## src/sv/image_gradient_central_difference_macros.svh

```systemverilog
// ----------------------------------------------------------------------------
// Assertion macros for the central-difference gradient block
// Each macro expects clk and rst in scope; rst masks the check while high.
// ----------------------------------------------------------------------------
`ifndef IMAGE_GRADIENT_CENTRAL_DIFFERENCE_MACROS_SVH
`define IMAGE_GRADIENT_CENTRAL_DIFFERENCE_MACROS_SVH
`ifndef ASSERT_OFF
// Check a property at every rising edge outside reset.
`define IGCD_ASSERT(label, prop, msg) \
  label: assert property (@(posedge clk) disable iff (rst) prop) else $error(msg);
// Check that a condition never holds outside reset.
`define IGCD_NEVER(label, expr, msg) \
  label: assert property (@(posedge clk) disable iff (rst) !(expr)) else $error(msg);
`else
`define IGCD_ASSERT(label, prop, msg)
`define IGCD_NEVER(label, expr, msg)
`endif
`endif

```

## src/sv/igcd_queue.sv

```systemverilog
// ----------------------------------------------------------------------------
// igcd_queue
// Short job queue between the front and the back.
// ----------------------------------------------------------------------------
`default_nettype none
`include "image_gradient_central_difference_macros.svh"

module igcd_queue #(
  parameter int DATA_W = 1,
  parameter int DEPTH  = 4
) (
  input  logic              clk,
  input  logic              rst,
  input  logic              push,
  input  logic [DATA_W-1:0] wdata,
  output logic              full,
  input  logic              pop,
  output logic [DATA_W-1:0] rdata,
  output logic              not_empty
);
  localparam int PTR_W = (DEPTH > 1) ? $clog2(DEPTH) : 1;
  localparam int CNT_W = $clog2(DEPTH + 1);

  logic [DATA_W-1:0] slots [DEPTH];
  logic [PTR_W-1:0]  wr_ptr;
  logic [PTR_W-1:0]  rd_ptr;
  logic [CNT_W-1:0]  count;

  assign full      = (count == CNT_W'(DEPTH));
  assign not_empty = (count != '0);
  assign rdata     = slots[rd_ptr];

  always_ff @(posedge clk) begin
    if (push) begin
      slots[wr_ptr] <= wdata;
    end
  end

  always_ff @(posedge clk) begin
    if (rst) begin
      wr_ptr <= '0;
      rd_ptr <= '0;
      count  <= '0;
    end else begin
      if (push) begin
        wr_ptr <= (wr_ptr == PTR_W'(DEPTH - 1)) ? '0 : wr_ptr + 1'b1;
      end
      if (pop) begin
        rd_ptr <= (rd_ptr == PTR_W'(DEPTH - 1)) ? '0 : rd_ptr + 1'b1;
      end
      if (push && !pop) begin
        count <= count + 1'b1;
      end else if (pop && !push) begin
        count <= count - 1'b1;
      end
    end
  end

  `IGCD_NEVER(a_push_full, push && full, "job pushed into a full queue")
  `IGCD_NEVER(a_pop_empty, pop && !not_empty, "job popped from an empty queue")
  `IGCD_ASSERT(a_count_bound, count <= CNT_W'(DEPTH), "queue count past depth")
  `IGCD_ASSERT(a_empty_ptrs, !not_empty |-> (wr_ptr == rd_ptr), "empty queue, pointers apart")

endmodule

`default_nettype wire

```

## config.mk

```make
export PLATFORM = sky130hd
export DESIGN_NAME = igcd_queue
export DESIGN_NICKNAME = d
export VERILOG_FILES = /design/src/sv/igcd_queue.sv
export VERILOG_INCLUDE_DIRS = /design/src /design/src/sv
export SDC_FILE = /design/constraint.sdc
export NUM_CORES = 1
export LEC_CHECK = 0
export BUFFER_PORTS_ARGS = -buffer_cell sky130_fd_sc_hd__clkbuf_2
export CAP_MARGIN = 25
export CELL_PAD_IN_SITES_DETAIL_PLACEMENT = 1
export CELL_PAD_IN_SITES_GLOBAL_PLACEMENT = 1
export CORE_MARGIN = 2
export CORE_UTILIZATION = 41
export DETAILED_ROUTE_END_ITERATION = 8
export PLACE_DENSITY = 0.81
export SLEW_MARGIN = 20
export SYNTH_ARGS = -nofsm -noshare
export SYNTH_HDL_FRONTEND = slang
export SYNTH_SLANG_ARGS = --single-unit
```

## constraint.sdc

```tcl
create_clock -name clk -period 1.6 [get_ports clk]
set_input_delay 0.08 -clock clk [delete_from_list [all_inputs] [get_ports clk]]
set_output_delay 0.08 -clock clk [all_outputs]
set_load 0.02 [all_outputs]
```

## Word-level counts from Yosys, hierarchy flattened

Memory sizes are Yosys's and may differ from the RTL's. A register that Yosys moved wholly into a read port is not among the register bits.
Cells that the tools add are included.

| cells by class | value |
|---|---|
| add/subtract/negate cells | 4 |
| equal/unequal tests | 3 |
| muxes and demuxes | 8 |
| reduce and logical (&&, ||, !) cells | 6 |

Operators with widths:

| kind | number |
|---|---|
| 2-to-1 mux 2 bit | 4 |
| 2-to-1 mux 3 bit | 2 |
| adder 2 x 1 -> 2 bit, second input constant | 2 |
| equality test 2 bit, second input constant | 2 |
| adder 3 x 1 -> 3 bit, second input constant | 1 |
| equality test 3 bit, second input constant | 1 |
| nonzero test 3 bit | 1 |
| subtractor 3 x 1 -> 3 bit, second input constant | 1 |
| logical AND 1 bit | 2 |
| zero test 1 bit | 2 |
| 2-to-1 mux 1 bit | 2 |
| nonzero test 2 bit | 1 |

| storage, ports and cells | value |
|---|---|
| flip-flop bits (word level) | 7 |
| RAM bits | 4 |
| input port bits | 5 |
| output and inout port bits | 3 |
| memories | 1 |

Memory list:

| memory | words | bits a word | read ports | clocked after memory_dff | write ports | line | text |
|---|---|---|---|---|---|---|---|
| slots | 4 | 1 | 1 | 1 | 1 | igcd_queue.sv:24 | `logic [DATA_W-1:0] slots [DEPTH];` |

## Logic depth before layout (Yosys ltp)

Gate-level depths: netlist of the first run.

| depth | value |
|---|---|
| word-level depth | 4 |
| depth in mapped cells | 7 |

## Least setup slack after synthesis of the first run

No wires, ideal clock.

| timing path | value |
|---|---|
| kind | register to register |
| from | reg count[0] |
| to | reg count[2] |
| library setup time | 70 ps |
| data arrival time | 1317 ps |
| setup slack | 213 ps |
| stages on the path, launching flop included | 5 |
| path buffers | 0 |
| path through | dfxtp_1 -> fa_1 -> xor2_1 -> or3_1 -> a21oi_1 |

| between the ends | value |
|---|---|
| cells in the longest elaborated chain, start to end | 3 |

Ends and longest elaborated chain:

| item | line | text |
|---|---|---|
| start, declared | igcd_queue.sv:27 | `logic [CNT_W-1:0] count;` |
| start signal, assigned | igcd_queue.sv:52 | `count <= count + 1'b1;` |
| start signal, assigned | igcd_queue.sv:54 | `count <= count - 1'b1;` |
| subtractor 3 x 1 -> 3 bit | igcd_queue.sv:54 |  |
| 2-to-1 mux 3 bit | igcd_queue.sv:53 | `end else if (pop && !push) begin` |
| 2-to-1 mux 3 bit (*) | igcd_queue.sv:51 | `if (push && !pop) begin` |

Every way passes the cells marked *; elsewhere a longest branch is shown, timed or not. The select of a mux whose other input is x is not followed.
A chain may end at the register's enable or synchronous reset.

## Worst setup path in the final report of the first run

Same ends and word-level chain as after synthesis.

==> impl_metrics.json, run 1 <==
{
  "pre_antenna_drt_iters": 1,
  "path_cells": "fa_1 -> xor2_1 -> or3_1 -> a21oi_1",
  "yosys_most_used_dff": "dfxtp_1",
  "dr.first_iter.drc_count": 0,
  "cts_setup_buffers": 0,
  "final_core_density": 0.5119,
  "fp.dieArea_um2": 1750,
  "cpMaxStageDelayCell": "fa_1",
  "slew_headroom": 0.8796,
  "cellInternalPower_uw": 529.2,
  "hold_path_startpoint": "wdata",
  "tritoncts_num_sinks": 13,
  "setup_repair_after_global_routing_missed_its_margin": "no",
  "finalHoldWorstSlack_ns": 0.03512,
  "dp_hpwl_um": 770.7,
  "crit_path_start_kind": "register",
  "layout.cells.most_common": "dfxtp_1",
  "worst_slack_ns": 0.1237,
  "cp-end-kind": "register",
  "clock_path_buffers": 2,
  "placedCellCount": 73,
  "timing.reg2reg.worst_path_depth": 4,
  "dpl-instance-area_um2": 648.1,
  "rr_endpoint": "count[2]",
  "cp_slowest_stage_delay_ns": 0.44,
  "p_sw_frac": 0.2696,
  "p_r_area_growth_vs_syn_pct": 14.93,
  "ys_top_cells_by_area": "dfxtp_1 31%, edfxtp_1 20%, ha_1 13%, mux2i_1 5.1%, and2_1 4.3%",
  "combPwrFrac": 0.189,
  "drt_drc_violations_left": 0,
  "io_pins": 8,
  "reg_power_frac": 0.543,
  "yosysSeqAreaShare": 0.5117,
  "skew_pair_late_insertion_delay_ns": 0.27,
  "h-tree-depth": 1,
  "final_routed_wirelength_across_all_metal_layers_um": 915,
  "numPortBuffers": 7,
  "status": "completed",
  "synth_area_leader_cell": "dfxtp_1",
  "postSynthRegisterBits": 13,
  "wp_data_required_ns": 1.80,
  "diodes": 0,
  "final_hold_viol_count": 0,
  "vdd_drop_max_uv": 545.4,
  "worst-path-max-fanout": 4,
  "finalWorstPathRequiredPeriod_ns": 1.476,
  "finish_stage_setup_viols": 0,
  "setup.reg_to_reg.worst_slack_ns": 0.12,
  "synth_area_per_cell_um2": 11.74,
  "synthesized_instance_count": 50,
  "synth.lib_cells_used.distinct": 14,
  "netlist_area_um2": 586.8,
  "cellPowerDensity_nw_per_um2": 1074,
  "postCtsResizedCells": 0,
  "fin_nets": 75,
  "grtUsageTotal": 0.1266,
  "die_width_um": 41.83,
  "stdcell_count": 77,
  "place_worst_setup_slack_ns": -0.01639,
  "grt_max_degree": 8,
  "core-area_um2": 1318,
  "post_cts_hold_buffer_count": 0,
  "p_leak_nw": 0.3076,
  "via_count_of_the_first_global_routing_pass": 390,
  "holdPathEnd": "slots[0]",
  "grt_antenna_before_repair": 0,
  "mappedNetlistNets": 62,
  "starting_density": 0.4454,
  "post_route_cells_drive_above_1_share": 0.1935,
  "number_of_synthesized_flops_with_an_enable_pin": 4,
  "synth_async_reset_ratio": 0,
  "max_clock_skew_ns": 0.001749,
  "layout.cell_area.non_filler_um2": 674.4,
  "worst_hold_path_type": "in -> reg",
  "timing_worst_slew_pin_value_ns": 0.1787,
  "critical_path_class": "reg -> reg",
  "worstHoldPathCells": 1,
  "clockRootBuffer": "clkbuf_4",
  "clock.fmax_mhz": 677.4,
  "worst_setup_hold_path_clk_slew_ns": 0.07,
  "mostFrequentLayoutCells": "9 x dfxtp_1, 7 x clkbuf_2, 6 x nor2_1, 6 x ha_1, 5 x inv_1",
  "place.gp.congestion": 0.6376,
  "gr-total-overflow": 0,
  "drt-wirelength-per-cell_um": 11.88,
  "timing.critical_path.buf_inv": 0,
  "max_capacitance_violation_total": 0,
  "vias": 380,
  "netlist.area_leader.share": 0.3070,
  "crit-reg2reg-launch": "count[0]",
  "chipHeight_um": 41.83,
  "clock_power_share": 0.267,
  "cts_inserted_buffers": 3,
  "critPathArrivalTime_ns": 1.68,
  "tritoncts_clock_tree": "yes",
  "drt-vias-per-instance": 4.935,
  "yosys_warnings": 0,
  "report.power.total_uw": 724.6,
  "fp-row-count": 13,
  "grt_first_pass_wirelength_um": 1607,
  "fin_crit_sh": 0.9227,
  "setup_total_negative_slack_ns": 0,
  "drtAntennaViolNets": 0,
  "power_dissipated_by_switching_net_loads_uw": 195.4,
  "timing_max_transition_violations_final": 0,
  "critical_path.top_delay_family": "adder cells"
}
[final cells by class]
class / count / area (µm²)
Fill cell: 154 / 643.1
Sequential cell: 13 / 300.3
Multi-Input combinational cell: 32 / 267.8
Timing Repair Buffer: 8 / 42.54
Clock buffer: 4 / 26.28
Inverter: 5 / 18.77
Tap cell: 15 / 18.77
[worst max path at each step]
| stage | startpoint | to | slack, ns | depth (start not counted) |
|---|---|---|---|---|
| after CTS | count[0] | count[2] | 0.10 | 4 |
| after detailed placement | pop | count[2] | -0.02 | 8 |
| after global routing | count[0] | count[2] | 0.05 | 4 |
| after floorplan | count[0] | count[2] | 0.21 | 4 |
| final | count[0] | count[2] | 0.12 | 4 |
| after global placement | pop | count[2] | 0.09 | 8 |
[logic make-up (layout without fill, tap and decap cells)]
family | Yosys count | in the layout | synth area share
fa+ha+maj | 7 | 7 | 0.1620
compound gates | 4 | 4 | 0.03410
flops | 13 | 13 | 0.5117
mux | 4 | 4 | 0.08955
buf+inv | 5 | 17 | 0.03199
simple gates | 15 | 15 | 0.1407
xor+xnor | 2 | 2 | 0.02986
[synthesized netlist by cell type (2+ instances only)]
| library cell | count |
|---|---|
| dfxtp_1 | 9 |
| ha_1 | 6 |
| nor2_1 | 6 |
| inv_1 | 5 |
| and2_1 | 4 |
| edfxtp_1 | 4 |
| a21oi_1 | 3 |
| mux2i_1 | 3 |
| nor3b_1 | 3 |
| or3_1 | 2 |
| xor2_1 | 2 |
[power by group through the flow]
stage                     registers, mW  logic, mW  clock network (mW)
after global routing              0.401      0.156               0.218
final                             0.394      0.137               0.194
after floorplan                   0.396     0.0992                   0
after CTS                         0.395      0.140               0.205
after detailed placement          0.403      0.140                   0
after global placement            0.401      0.131                   0
[worst reg2reg max path: cells and delay by family, from the launching register on]
family	cells	cell delay, ns
adders and majority gates	1	0.44
DFF	1	0.35
xor gates and xnor gates	1	0.17
AOI/OAI and AO/OA	1	0.15
and+or+nand+nor	1	0.31
[per-layer routing]
metal  share of wire  track usage  vias up
met4           0.016      0.05806        0
met5               0            0        -
met3           0.039      0.05217        2
met1            0.40       0.1212      179
met2            0.54       0.2313        7
li1                -            -      192
(Power assumes the default switching activity.)
==> run 2, diff against run 1 <==
--- a/config.mk
+++ b/config.mk
@@ -13,6 +13,7 @@
 export CORE_MARGIN = 2
 export CORE_UTILIZATION = 41
 export DETAILED_ROUTE_END_ITERATION = 8
+export GPL_TIMING_DRIVEN = 0
 export PLACE_DENSITY = 0.81
 export SLEW_MARGIN = 20
 export SYNTH_ARGS = -nofsm -noshare
==> impl_metrics.json, run 2 (synthesis results as in run 1) <==
{
  "worst_hold_path_type": "in -> reg",
  "top_layer_used": "met4",
  "vdd_drop_max_uv": 451.2,
  "met3WireLength_um": 34,
  "clock_path_buffers": 2,
  "cellPowerDensity_nw_per_um2": 1108,
  "vias": 385,
  "finish_stage_setup_viols": 0,
  "fin_nets": 74,
  "place_worst_setup_slack_ns": 0.02778,
  "chipHeight_um": 41.83,
  "p_leak_nw": 0.3055,
  "h-tree-depth": 1,
  "layout.cells.most_common": "dfxtp_1",
  "worst_slack_ns": 0.1229,
  "dr_wl_met2_um": 512,
  "drt-vias-per-instance": 5.066,
  "finalWorstPathRequiredPeriod_ns": 1.477,
  "post_cts_hold_buffer_count": 0,
  "mostFrequentLayoutCells": "9 x dfxtp_1, 7 x clkbuf_2, 6 x nor2_1, 6 x ha_1, 5 x inv_1",
  "gr-total-overflow": 0,
  "clockRootBuffer": "clkbuf_4",
  "worst_setup_hold_path_clk_slew_ns": 0.08,
  "via_count_of_the_first_global_routing_pass": 383,
  "io_pins": 8,
  "cpMaxStageDelayCell": "fa_1",
  "critPathArrivalTime_ns": 1.69,
  "post_route_cells_drive_above_1_share": 0.1967,
  "wp_data_required_ns": 1.82,
  "tritoncts_num_sinks": 13,
  "setup_repair_after_global_routing_missed_its_margin": "no",
  "worst-path-max-fanout": 4,
  "dp_hpwl_um": 725.7,
  "fin_crit_sh": 0.9232,
  "slew_headroom": 0.8627,
  "core-area_um2": 1318,
  "drt_drc_violations_left": 0,
  "place.gp.congestion": 0.6716,
  "clock.fmax_mhz": 677.0,
  "fp-row-count": 13,
  "status": "completed",
  "timing_worst_slew_pin_value_ns": 0.2055,
  "final_hold_viol_count": 0,
  "setup.reg_to_reg.worst_slack_ns": 0.12,
  "starting_density": 0.4454,
  "die_width_um": 41.83,
  "final_routed_wirelength_across_all_metal_layers_um": 963,
  "cp_slowest_stage_delay_ns": 0.45,
  "final_core_density": 0.5071,
  "postCtsResizedCells": 0,
  "grt_max_degree": 9,
  "drt-wirelength-per-cell_um": 12.67,
  "path_cells": "fa_1 -> xor2_1 -> or3_1 -> a21oi_1",
  "fp.dieArea_um2": 1750,
  "crit_path_start_kind": "register",
  "met1_length_um": 393,
  "grtUsageTotal": 0.1293,
  "cp-end-kind": "register",
  "setup_total_negative_slack_ns": 0,
  "drtAntennaViolNets": 0,
  "timing_max_transition_violations_final": 0,
  "critical_path_class": "reg -> reg",
  "fillerInstances": 155,
  "grt_first_pass_wirelength_um": 1614,
  "cts_inserted_buffers": 3,
  "p_r_area_growth_vs_syn_pct": 13.86,
  "skew_pair_late_insertion_delay_ns": 0.28,
  "grt_antenna_before_repair": 0,
  "diodes": 0,
  "max_capacitance_violation_total": 0,
  "cts_setup_buffers": 0,
  "max_clock_skew_ns": 0.001383,
  "tritoncts_clock_tree": "yes",
  "pre_antenna_drt_iters": 4,
  "dr.first_iter.drc_count": 2,
  "numPortBuffers": 7
}
## run 2: changes by cell type in the layout (fill, tap and decap cells not counted), sizes merged
cell	delta
buf	-1
clkbuf	-1
clkinv	+1
## run 2: cell type report
cell class              count  area [µm²]  area share
clock buffers               3       22.52     0.03371
repair buffers              7       35.03     0.05243
multi-input cells          32       267.8      0.4007
inverters                   5       18.77     0.02809
flip-flops and latches     13       300.3      0.4494
well taps                  15       18.77     0.02809
clock inverters             1       5.005    0.007491
## run 2: final timing paths
path         cells after the start  startpoint  endpoint
max                              4    count[0]  count[2]
min reg2reg                      2    count[2]  count[2]
min                              1       wdata  slots[3]
max reg2reg                      4    count[0]  count[2]
## run 2: routing by layer
metal,vias up,track usage
met3,4,0.02609
met1,184,0.1295
met5,-,0
met2,7,0.2219
li1,190,-
met4,0,0.1161
## run 2: through the flow
step | hold WS [ns] | power, mW | cells | instance area (µm²)
finish | 0.01951 | 0.7403 | 76 | 668.1
global route | 0.01634 | 0.7862 | 76 | 668.1
CTS | 0.01384 | 0.7519 | 76 | 668.1
detailed placement | 0.3168 | 0.5408 | 72 | 640.6
global placement | 0.3019 | 0.5330 | 72 | 640.6
floorplan | 0.1491 | 0.4948 | 50 | 586.8
## run 2: where the power goes
group / internal (mW) / switching, mW / total [mW]
sequential: 0.369 / 0.0252 / 0.394
clock: 0.0929 / 0.113 / 0.206
combinational: 0.0648 / 0.0756 / 0.140
## run 2: worst max-delay path, delay by kind of cell (launching register included)
kind / cells / cell delay (ns)
adders and majority gates: 1 / 0.45
AOI/OAI and AO/OA: 1 / 0.14
xor gates and xnor gates: 1 / 0.16
and+or+nand+nor: 1 / 0.30
DFF: 1 / 0.36
