**src/sv/image_gradient_central_difference_macros.svh**
```systemverilog
// ----------------------------------------------------------------------------
// Assertion macros for the central-difference gradient block
// Each macro expects clk and rst in scope; rst masks the check while high.
// ----------------------------------------------------------------------------
`ifndef IMAGE_GRADIENT_CENTRAL_DIFFERENCE_MACROS_SVH
`define IMAGE_GRADIENT_CENTRAL_DIFFERENCE_MACROS_SVH
`ifndef ASSERT_OFF
// Check a property at every rising edge outside reset.
`define IGCD_ASSERT(label, prop, msg) \
  label: assert property (@(posedge clk) disable iff (rst) prop) else $error(msg);
// Check that a condition never holds outside reset.
`define IGCD_NEVER(label, expr, msg) \
  label: assert property (@(posedge clk) disable iff (rst) !(expr)) else $error(msg);
`else
`define IGCD_ASSERT(label, prop, msg)
`define IGCD_NEVER(label, expr, msg)
`endif
`endif

```
**src/sv/igcd_pkg.sv**
```systemverilog
// ----------------------------------------------------------------------------
// igcd_pkg
// Shared types, register indexes and the difference helper of the gradient.
// ----------------------------------------------------------------------------
`default_nettype none

package igcd_pkg;

  localparam int PIX_W        = 8;
  localparam int DIFF_W       = 9;
  localparam int GRAD_W       = 10;
  localparam int WIDTH_CFG_W  = 12;
  localparam int HEIGHT_CFG_W = 13;
  localparam int CFG_DATA_W   = 13;
  localparam int CFG_INDEX_W  = 2;
  localparam int WIDTH_RESET  = 640;
  localparam int HEIGHT_RESET = 480;

  localparam logic [CFG_INDEX_W-1:0] CFG_FRAME_WIDTH  = 2'd0;
  localparam logic [CFG_INDEX_W-1:0] CFG_FRAME_HEIGHT = 2'd1;

  // Results a job can carry, in issue order.
  localparam int NUM_RES        = 4;
  localparam int RES_ABOVE_PREV = 0;  // row above, column c-1
  localparam int RES_ABOVE_LAST = 1;  // row above, last column
  localparam int RES_LAST_PREV  = 2;  // bottom row, column c-1
  localparam int RES_LAST_LAST  = 3;  // bottom row, last column

  typedef logic [PIX_W-1:0] pix_t;
  typedef logic signed [GRAD_W-1:0] grad_t;

  // Pixel neighborhood around column c of the current row r.
  //   up_*  : row r-1 at columns c, c-1, c-2
  //   up2_* : row r-2 at columns c, c-1
  //   cur_* : row r at columns c, c-1, c-2
  typedef struct packed {
    pix_t                up_0;
    pix_t                up_1;
    pix_t                up_2;
    pix_t                up2_0;
    pix_t                up2_1;
    pix_t                cur_0;
    pix_t                cur_1;
    pix_t                cur_2;
    logic                first_col;  // column c-1 is column 0
    logic                top_pair;   // row r-1 is row 0
    logic [NUM_RES-1:0]  mask;
  } job_t;

  localparam int JOB_W = $bits(job_t);

  // hi - lo, optionally doubled, as a gradient with one fraction bit.
  function automatic grad_t grad_of(pix_t hi, pix_t lo, logic dbl);
    logic signed [DIFF_W-1:0] d;
    d = $signed({1'b0, hi}) - $signed({1'b0, lo});
    return dbl ? {d, 1'b0} : {d[DIFF_W-1], d};
  endfunction

endpackage

`default_nettype wire

```
**src/sv/igcd_back.sv**
```systemverilog
// ----------------------------------------------------------------------------
// igcd_back
// Expand each job into its results, one per cycle while the result side accepts, into the output register.
// ----------------------------------------------------------------------------
`default_nettype none
`include "image_gradient_central_difference_macros.svh"

module igcd_back #(
  parameter int COL_W = 11,
  parameter int ROW_W = 12
) (
  input  logic               clk,
  input  logic               rst,
  input  logic               q_valid,
  output logic               q_pop,
  input  igcd_pkg::job_t     q_job,
  input  logic [COL_W-1:0]   q_col,
  input  logic [ROW_W-1:0]   q_row,
  output logic               res_valid,
  input  logic               res_ready,
  output igcd_pkg::grad_t    grad_x,
  output igcd_pkg::grad_t    grad_y,
  output logic [COL_W-1:0]   out_col,
  output logic [ROW_W-1:0]   out_row,
  output logic               frame_end
);
  import igcd_pkg::*;

  logic [NUM_RES-1:0] done;
  logic [NUM_RES-1:0] pending;
  logic [NUM_RES-1:0] sel;
  logic               last_one;
  logic               issue;
  logic               above;
  logic               second;
  pix_t               x0;
  pix_t               x1;
  pix_t               x2;
  pix_t               hc;
  pix_t               ha;
  pix_t               hb;
  grad_t              gx;
  grad_t              gy;
  logic [COL_W-1:0]   col_sel;
  logic [ROW_W-1:0]   row_sel;

  // Take the lowest result not yet issued.
  assign pending  = q_job.mask & ~done;
  assign sel      = pending & (~pending + 1'b1);
  assign last_one = ((pending & ~sel) == '0);
  assign issue    = q_valid && (!res_valid || res_ready);
  assign q_pop    = issue && last_one;
  assign above    = sel[RES_ABOVE_PREV] || sel[RES_ABOVE_LAST];
  assign second   = sel[RES_ABOVE_LAST] || sel[RES_LAST_LAST];

  always_comb begin
    if (above) begin
      x0 = q_job.up_0;
      x1 = q_job.up_1;
      x2 = q_job.up_2;
    end else begin
      x0 = q_job.cur_0;
      x1 = q_job.cur_1;
      x2 = q_job.cur_2;
    end
    if (second) begin
      hc = q_job.cur_0;
      ha = q_job.up_0;
      hb = q_job.up2_0;
    end else begin
      hc = q_job.cur_1;
      ha = q_job.up_1;
      hb = q_job.up2_1;
    end
    // One-sided at the first and last column, central elsewhere.
    if (second || q_job.first_col) begin
      gx = grad_of(x0, x1, 1'b1);
    end else begin
      gx = grad_of(x0, x2, 1'b0);
    end
    // One-sided at the top and bottom row, central elsewhere.
    if (above && !q_job.top_pair) begin
      gy = grad_of(hc, hb, 1'b0);
    end else begin
      gy = grad_of(hc, ha, 1'b1);
    end
    col_sel = second ? q_col : q_col - 1'b1;
    row_sel = above ? q_row - 1'b1 : q_row;
  end

  always_ff @(posedge clk) begin
    if (rst) begin
      done <= '0;
    end else if (issue) begin
      done <= last_one ? '0 : (done | sel);
    end
  end

  always_ff @(posedge clk) begin
    if (rst) begin
      res_valid <= 1'b0;
    end else if (issue) begin
      res_valid <= 1'b1;
    end else if (res_ready) begin
      res_valid <= 1'b0;
    end
  end

  always_ff @(posedge clk) begin
    if (issue) begin
      grad_x    <= gx;
      grad_y    <= gy;
      out_col   <= col_sel;
      out_row   <= row_sel;
      frame_end <= sel[RES_LAST_LAST];
    end
  end

  `IGCD_ASSERT(a_sel_onehot, q_valid |-> $onehot(sel), "no single result selected")
  `IGCD_ASSERT(a_pop_last, q_pop |-> $onehot(pending), "job popped with results left")
  `IGCD_NEVER(a_done_orphan, !q_valid && (done != '0), "issue marks without a job")
  `IGCD_ASSERT(a_job_nonempty, q_valid |-> (q_job.mask != '0), "job without results")

endmodule

`default_nettype wire
```
**config.mk**
```make
export PLATFORM = sky130hd
export DESIGN_NAME = igcd_back
export DESIGN_NICKNAME = d
export VERILOG_FILES = /design/src/sv/igcd_pkg.sv /design/src/sv/igcd_back.sv
export VERILOG_INCLUDE_DIRS = /design/src /design/src/sv
export SDC_FILE = /design/constraint.sdc
export NUM_CORES = 1
export LEC_CHECK = 0
export BUFFER_PORTS_ARGS = -buffer_cell sky130_fd_sc_hd__buf_4
export CAP_MARGIN = 0
export CORE_ASPECT_RATIO = 0.6
export CORE_MARGIN = 1
export CORE_UTILIZATION = 53
export CTS_BUF_LIST = sky130_fd_sc_hd__clkbuf_8
export DETAILED_ROUTE_END_ITERATION = 8
export PLACE_DENSITY = 0.83
export SYNTH_ARGS = -nofsm -noshare
export SYNTH_HDL_FRONTEND = slang
export SYNTH_SLANG_ARGS = --single-unit
export TNS_END_PERCENT = 1
```
**constraint.sdc**
```tcl
create_clock -name clk -period 4.53 [get_ports clk]
set_input_delay 0.453 -clock clk [delete_from_list [all_inputs] [get_ports clk]]
set_output_delay 0.453 -clock clk [all_outputs]
set_load 0.03 [all_outputs]
```
After elaboration in Yosys (flattened, before gate mapping) --
Cells that the tools add are included.
Storage, ports and cells: input port bits 97, flip-flop bits (word level) 49, output and inout port bits 46
Operators by class: reduce and logical (&&, ||, !) cells 11, add/subtract/negate cells 7, bitwise operators 7, multiplexer cells 13
Operator list (number):
- $mux W8 | 6
- $sub A8 B8 Y9 | 4
- $mux W10 | 2
- $and A4 B4 Y4 | 3
- $mux W12 | 1
- $not A4 Y4 | 3
- $sub A12 B1 Y12 const B | 1
- $mux W11 | 1
- $sub A11 B1 Y11 const B | 1
- $add A4 B1 Y4 const B | 1
- $logic_not A4 Y1 | 1
- $logic_or A1 B1 Y1 | 4
- $mux W4 | 1
- $or A4 B4 Y4 | 1
- $logic_and A1 B1 Y1 | 3
- $logic_not A1 Y1 | 2
- $mux W1 | 2
- $reduce_bool A2 Y1 | 1

Longest topological paths before layout --
Gate-level depths: netlist of run 1.
depth in word-level cells 9, gate-level depth with buffers 18, gate-level depth less buffers 16

Least setup slack after synthesis of run 1 --
No wires, ideal clock.
path kind input-to-reg, start point in q_job[2] (netlist name), end point reg grad_y[7] (data pin), path slack 1026 ps, stages 15, required time 4257 ps, data arrival time 3231 ps, cell sequence nor2b_1 > o21ai_4 > nand2_4 > buf_6 > clkbuf_1 > mux2i_1 > ha_1 > or2_0 > a41o_1 > maj3_2 > mux2i_4 > o2111ai_1 > nand4b_1 > xnor2_1 > a21oi_1
Between the ends: longest elaborated chain between the ends 8
RTL lines:
- start, declared | line igcd_back.sv:16 | input igcd_pkg::job_t q_job,
- $and A4 B4 Y4 * | line igcd_back.sv:48 | assign pending = q_job.mask & ~done;
- $not A4 Y4 * | line igcd_back.sv:49 | assign sel = pending & (~pending + 1'b1);
- $add A4 B1 Y4 * | line igcd_back.sv:49
- $and A4 B4 Y4 * | line igcd_back.sv:49
- $logic_or A1 B1 Y1 * | line igcd_back.sv:54 | assign second = sel[RES_ABOVE_LAST] || sel[RES_LAST_LAST];
- $mux W8 | line igcd_back.sv:66 | if (second) begin
- $sub A8 B8 Y9 | line igcd_pkg.sv:55 | d = $signed({1'b0, hi}) - $signed({1'b0, lo});
- $mux W10 * | line igcd_back.sv:82 | if (above && !q_job.top_pair) begin
- named net gy[7] | line igcd_back.sv:43 | grad_t gy;
- end signal, assigned | line igcd_back.sv:112 | grad_y <= gy;
- end, declared | line igcd_back.sv:22 | output igcd_pkg::grad_t grad_y,
Mark *: on every way through the listed nets, which the timed path passes. The rest lies on a longest branch. A chain may end at the register's enable or synchronous reset.

Worst setup path in the final report of run 1 --
start point reg done[0], end point reg grad_x[8] (data pin)
Between the ends: longest elaborated chain between the ends 9
RTL lines:
- start, declared | line igcd_back.sv:29 | logic [NUM_RES-1:0] done;
- start signal, assigned | line igcd_back.sv:95 | done <= last_one ? '0 : (done | sel);
- $not A4 Y4 * | line igcd_back.sv:48
- $and A4 B4 Y4 * | line igcd_back.sv:48
- $not A4 Y4 | line igcd_back.sv:49
- $add A4 B1 Y4 | line igcd_back.sv:49
- $and A4 B4 Y4 * | line igcd_back.sv:49
- $logic_or A1 B1 Y1 | line igcd_back.sv:53 | assign above = sel[RES_ABOVE_PREV] || sel[RES_ABOVE_LAST];
- $mux W8 | line igcd_back.sv:57 | if (above) begin
- $sub A8 B8 Y9 | line igcd_pkg.sv:55
- $mux W10 * | line igcd_back.sv:76 | if (second || q_job.first_col) begin
- named net gx[8] | line igcd_back.sv:42 | grad_t gx;
- end signal, assigned | line igcd_back.sv:111 | grad_x <= gx;
- end, declared | line igcd_back.sv:21 | output igcd_pkg::grad_t grad_x,
Marked as above.

==> results of run 1 <==
routing by layer:
layer,GRT usage [%],part of all wire [%]
met2,48.97,44
met5,0,0
met3,7.704,10
met1,40.05,44
met4,10.42,1.9
worst min path at each step:
stage / start / endpoint / slack [ps] / cells after the start
global placement: done[0] / done[0] / 460 / 2
finish: rst / res_valid / 300 / 2
floorplan: done[0] / done[0] / 450 / 2
CTS: rst / res_valid / 290 / 2
global route: rst / res_valid / 290 / 2
detailed placement: done[0] / done[0] / 470 / 2
logic make-up (layout without fill, tap and decap cells):
group                    Yosys count  in the layout  share of synthesized area [%]
AND/OR/NAND/NOR                  205            205                          24.07
AO/OA/AOI/OAI                     98             98                          13.91
XOR/XNOR                          51             51                          10.19
flip-flops                        49             49                          32.44
buffers and inverters             37            178                          3.569
adder cells (fa/ha/maj)           35             35                          10.17
multiplexers                      23             23                          5.654
sequential cells by signal, indices dropped and copies added, names as in the netlist:
register,cells
frame_end,1
out_col,11
grad_y,10
out_row,12
done,4
res_valid,1
grad_x,10
cell usage after synthesis, drive strengths merged (3+ instances only):
cell type,number,area (um^2)
mux2i,22,232.7
nor4,6,43.79
nand4,4,25.02
or4,3,22.52
nand2b,24,150.1
a21oi,34,173.9
a211oi,3,22.52
xor2,24,210.2
inv,22,82.58
dfxtp,5,100.1
buf,4,32.53
o21ai,29,156.4
nor3b,3,22.52
nand3b,5,37.54
o31ai,3,22.52
nand3,5,25.02
a31oi,7,43.79
nor3,16,85.08
or3,5,31.28
or2,7,43.79
xnor2,27,236.5
edfxtp,44,1321
nand2,72,277.8
a21o,3,22.52
ha,29,362.9
nor2,30,120.1
clkbuf,11,41.29
and2,4,25.02
maj3,4,42.54
nor2b,14,87.58
stage by stage:
step	worst slack [ps]	total power [mW]	utilization [%]
after floorplan	1026	1.082	-
after global placement	995.8	1.320	69.92
after detailed placement	797.7	1.343	69.92
after CTS	960.0	1.678	71.34
after global routing	551.8	1.774	71.34
final	869.9	1.687	71.34
final cells by class:
type / instances / area [um^2] / area share (%)
clock inverter: 3 / 43.79 / 0.7726
tap: 108 / 135.1 / 2.384
sequential: 49 / 1421 / 25.08
timing repair buffer: 148 / 1111 / 19.60
clock buffer: 5 / 68.82 / 1.214
inverter: 22 / 82.58 / 1.457
multi-input combinational: 412 / 2805 / 49.49
where the power goes:
| group | switching (mW) | internal (mW) | leakage [nW] | total, mW |
|---|---|---|---|---|
| combinational | 0.446 | 0.328 | 2.02 | 0.774 |
| clock | 0.171 | 0.166 | 0.0585 | 0.337 |
| sequential | 0.0163 | 0.560 | 0.467 | 0.576 |
| total | 0.633 | 1.05 | 2.55 | 1.69 |
worst register-to-register path: cells and delay by family, from the launching register on:
family / cells / cell delay [ps]
simple gates: 4 / 1100
compound gates: 7 / 1150
buf+inv: 1 / 370
flops: 1 / 360
fa+ha+maj: 1 / 400
placed cells by master, fill, tap and decap left out, types with 7 or more instances in the layout:
cell / count
sky130_fd_sc_hd__a21oi_1: 33
sky130_fd_sc_hd__a31oi_1: 7
sky130_fd_sc_hd__buf_4: 148
sky130_fd_sc_hd__edfxtp_1: 44
sky130_fd_sc_hd__ha_1: 29
sky130_fd_sc_hd__inv_1: 22
sky130_fd_sc_hd__mux2i_1: 21
sky130_fd_sc_hd__nand2_1: 71
sky130_fd_sc_hd__nand2b_1: 24
sky130_fd_sc_hd__nor2_1: 29
sky130_fd_sc_hd__nor2b_1: 14
sky130_fd_sc_hd__nor3_1: 15
sky130_fd_sc_hd__o21ai_0: 28
sky130_fd_sc_hd__xnor2_1: 27
sky130_fd_sc_hd__xor2_1: 24
==> impl_metrics.ini, run 1 <==
[status]
run_status = complete, no violations

[run]
cap_violations = 0

[detailed_routing]
vias = 4339
initial_drt_pass_iterations = 5
wire_per_inst_um = 17.50
route.detailed.vias_per_inst = 5.809
drt_first_iter_violations = 351
drt-total-wl_mm = 13.07
drc = 0
antenna_left = 0

[cts]
cts_tree = done
path_clk_slew_ps = 110
cts-resized-gates = 0
cts_buffers = 5
cts_max_level = 2
clkLatencyLatePin_ps = 320
clockBufferDepth = 2
post-cts-setup-buffers = 0
hold_buffers = 0
clk_tree_root_cell = sky130_fd_sc_hd__clkbuf_8
cts_num_sinks = 49

[timing]
tightest_slew_ps = 989.2
rsz0062_at_grt = no
post-route-min-period_ps = 3660
slew_headroom_pct = 33.81
final_max_slew_viol_count = 0
setup_skew_ps = 8.117
fin_tns_setup_ps = 0
fin_crit_sh_pct = 80.80
finalHoldViolations = 0
finalSetupViolations = 0
fin_hold_ws_ps = 295.2
max_freq_ghz = 0.2732

[synthesis]
synth_area_um2 = 4382
seq_area_frac_synth_pct = 32.44
synthFlopType = sky130_fd_sc_hd__edfxtp_1
synthCells = 498
async_flop_share_pct = 0
yosysWarnings = 0
synth.ff_latch_count = 49
avgSynthCellArea_um2 = 8.799
yosysUniqueCellTypes = 65
syn-num-nets = 626
synth_enable_flop_cells = 44

[grt]
grt_antenna_before_repair = 0
overall_track_demand_over_capacity_in_global_routing_pct = 30.33
grt_overflow = 0
grt_start_max_net_pins = 35
grt_pass1_wl_mm = 20.18
via_count_of_the_first_global_routing_pass = 4077

[worst_setup_path]
timing.critical_path.from_type = flip-flop
path_depth = 13
crit_path_cell_trace = nand2b_1 -> nand2_1 -> buf_4 -> nand2_1 -> o21ai_0 -> ha_1 -> o21ai_0 -> a21oi_1 -> o21ai_0 -> a21oi_1 -> o21ai_0 -> nand3b_1 -> o21ai_0
worst_ep_required_time_ps = 4570
critPathCapture = grad_x[8]
worst-r2r-cell-count = 13
critical_path.slowest_cell = sky130_fd_sc_hd__nand2_1
crit_path_max_fo = 18
timing.critical_path.buf_inv = 1
reg2reg_setup_slack_ps = 870
family_with_the_most_delay_on_the_worst_path = compound AO/OA/AOI/OAI gates
worstSetupStartpoint = done[0]
crit_path_end_kind = flip-flop
critical_path_class = flip-flop to flip-flop
reg2reg_from = done[0]
critical_path.reg2reg.endpoint = grad_x[8]
crit_top_cell = sky130_fd_sc_hd__o21ai_0
cpPeakStageDelay_ps = 450
timing.critical_path.arrival_ps = 3700

[layout]
finalNetCount = 766
layout.filler_cells = 637
insertedDiodeCount = 0
finalInstanceArea_um2 = 5668
flow.area_growth_from_synthesis_pct = 29.35
layoutNonFillerInstCount = 747
drive_above_1_share_pct = 27.54

[die]
floorplan.rows = 25
io_pins = 143
die_height_um = 72.43
core_um2 = 7945
start_util_pct = 55.15
total_die_area_um2 = 8647
die_x_um = 119.4

[pwr]
pwr_density_cell_nw_per_um2 = 297.6
peakVddDrop_v = 0.0001522
total_leakage_power_nw = 2.547

[place]
place.detailed.hpwl_mm = 10.15
cell_area_after_placement_um2 = 5555
io_buffer_count = 142
place_congestion = 0.8677
place_inst = 739

[min_path]
hold_class = input pin to flip-flop
(Power assumes the default switching activity.)
==> run 2, diff against run 1 <==
--- a/config.mk
+++ b/config.mk
@@ -10,10 +10,10 @@
 export CAP_MARGIN = 0
 export CORE_ASPECT_RATIO = 0.6
 export CORE_MARGIN = 1
-export CORE_UTILIZATION = 53
+export CORE_UTILIZATION = 48
 export CTS_BUF_LIST = sky130_fd_sc_hd__clkbuf_8
 export DETAILED_ROUTE_END_ITERATION = 8
-export PLACE_DENSITY = 0.83
+export PLACE_DENSITY = 0.79
 export SYNTH_ARGS = -nofsm -noshare
 export SYNTH_HDL_FRONTEND = slang
 export SYNTH_SLANG_ARGS = --single-unit
==> constraint.sdc (replaced) <==
create_clock -name clk -period 3.1 [get_ports clk]
set_input_delay 0.31 -clock clk [delete_from_list [all_inputs] [get_ports clk]]
set_output_delay 0.31 -clock clk [all_outputs]
set_load 0.03 [all_outputs]
==> impl_metrics.ini, run 2 (synthesis results as in run 1) <==
[worst_setup_path]
timing.critical_path.from_type = flip-flop
worst-r2r-cell-count = 15
reg2reg_from = done[1]
critical_path_class = flip-flop to flip-flop
timing.critical_path.arrival_ps = 3040
critical_path.reg2reg.endpoint = grad_y[7]
reg2reg_setup_slack_ps = 110
crit_path_end_kind = flip-flop
crit_path_max_fo = 5
worst_ep_required_time_ps = 3150

[detailed_routing]
wire_per_inst_um = 16.87
vias = 4257
drc = 13
antenna_left = 0
initial_drt_pass_iterations = 7
route.detailed.vias_per_inst = 5.557
drt_first_iter_violations = 306
drt-total-wl_mm = 12.93

[cts]
path_clk_slew_ps = 100
cts_max_level = 2
cts_num_sinks = 49
hold_buffers = 0
clkLatencyLatePin_ps = 330
clk_tree_root_cell = sky130_fd_sc_hd__clkbuf_8
clockBufferDepth = 2
cts_buffers = 5
cts_tree = done

[timing]
fin_crit_sh_pct = 96.32
max_freq_ghz = 0.3349
rsz0062_at_grt = yes
setup_skew_ps = 11.19
finalSetupViolations = 0
slew_headroom_pct = 53.25
post-route-min-period_ps = 2986
fin_hold_ws_ps = 132.4
tightest_slew_ps = 698.7
final_max_slew_viol_count = 0
finalHoldViolations = 0

[pwr]
total_leakage_power_nw = 2.623
power_frac_seq_pct = 34.2
clkPwrFrac_pct = 17.1
logic_pwr_share_pct = 48.6
switchingPower_mw = 0.9523
cell_internal_pwr_mw = 1.500
pwr_density_cell_nw_per_um2 = 417.6
peakVddDrop_v = 0.0002246
swShare_pct = 38.83

[layout]
flow.area_growth_from_synthesis_pct = 34.01
layout_common_cells = 161 x sky130_fd_sc_hd__buf_4, 70 x sky130_fd_sc_hd__nand2_1, 44 x sky130_fd_sc_hd__edfxtp_1
mostFrequentLayoutCell = sky130_fd_sc_hd__buf_4
insertedDiodeCount = 0
top_regs = out_row x12, out_col x11
max_flop_register = out_row
finalNetCount = 781
largest_reg_flops = 12
drive_above_1_share_pct = 32.42
finalCoreUtilization_pct = 67.60

[min_path]
min_delay_worst_endpoint = res_valid
whs_path_depth = 2
hold_path.startpoint = rst
hold_class = input pin to flip-flop

[grt]
grt_start_max_net_pins = 49
overall_track_demand_over_capacity_in_global_routing_pct = 27.08
grt_overflow = 0
via_count_of_the_first_global_routing_pass = 3992
grt_antenna_before_repair = 0
grt_pass1_wl_mm = 20.26

[die]
die_height_um = 76.01
floorplan.rows = 26
total_die_area_um2 = 9527
io_pins = 143
die_x_um = 125.3
core_um2 = 8686
start_util_pct = 50.45

[run]
cap_violations = 0

[status]
run_status = finished with violations
violations_in_the_final_reports = design-rule violations

[place]
place_congestion = 0.9024
io_buffer_count = 142
place.detailed.hpwl_mm = 10.03
## run 2: power by group through the flow
stage                     Combinational (mW)  Sequential, mW  Clock (mW)
after floorplan                        0.595           0.990           0
after global placement                  1.12           0.853           0
after detailed placement                1.14           0.854           0
after CTS                               1.15           0.840       0.422
after global routing                    1.29           0.847       0.445
final                                   1.19           0.840       0.420
## run 2: timing repair
item,CTS,global route
setup buffers,0,1
pin swaps,1,9
resized for setup,1,23
endpoints found under the setup margin,1,9
## run 2: cell type report
type,instances,area [um^2]
multi-input combinational,412,2895
fill,711,2814
sequential,49,1424
timing repair buffer,163,1240
tap,112,140.1
inverter,22,82.58
clock buffer,5,68.82
clock inverter,3,21.27
## run 2: metrics by stage
stage | cell area, um^2 | power, mW | cells | TNS [ps] | setup WS, ps
global route | 5872 | 2.580 | 766 | -30.42 | -18.12
floorplan | 4405 | 1.586 | 498 | -23.84 | -14.71
global placement | 5695 | 1.969 | 757 | -138.6 | -113.4
CTS | 5792 | 2.412 | 765 | 0 | 46.23
finish | 5872 | 2.452 | 766 | 0 | 114.0
detailed placement | 5695 | 1.993 | 757 | -366.0 | -175.8
## run 2: worst max-delay path by stage
stage | from | to | slack [ps] | cells after the start
final | done[1] | grad_y[7] | 110 | 15
after floorplan | q_job[2] | grad_y[7] | -10 | 15
after detailed placement | q_job[2] | grad_y[7] | -180 | 17
after global placement | q_job[2] | grad_y[7] | -110 | 17
after CTS | done[2] | grad_y[7] | 50 | 16
after global routing | done[0] | grad_y[6] | -20 | 12
## run 2: metal layers
layer | wire, um | global-route usage (%) | part of all wire (%)
met5 | 0 | 0 | 0
met4 | 130 | 6.098 | 1.0
met3 | 1164 | 6.180 | 9.0
met2 | 5394 | 40.78 | 42
met1 | 6238 | 39.38 | 48
## run 2: worst max-delay path: stages, from the launching register on
cell and delay [ps]:
sky130_fd_sc_hd__dfxtp_1 370, sky130_fd_sc_hd__nor2b_2 70, sky130_fd_sc_hd__buf_4 150, sky130_fd_sc_hd__a21oi_4 210
sky130_fd_sc_hd__nor2_4 80, sky130_fd_sc_hd__nand2_1 80, sky130_fd_sc_hd__nand2_1 50, sky130_fd_sc_hd__ha_2 210
sky130_fd_sc_hd__or2_0 230, sky130_fd_sc_hd__a41o_1 270, sky130_fd_sc_hd__maj3_2 340, sky130_fd_sc_hd__mux2i_4 170
sky130_fd_sc_hd__o2111ai_1 130, sky130_fd_sc_hd__nand4b_1 140, sky130_fd_sc_hd__xnor2_1 130, sky130_fd_sc_hd__a21oi_1 80
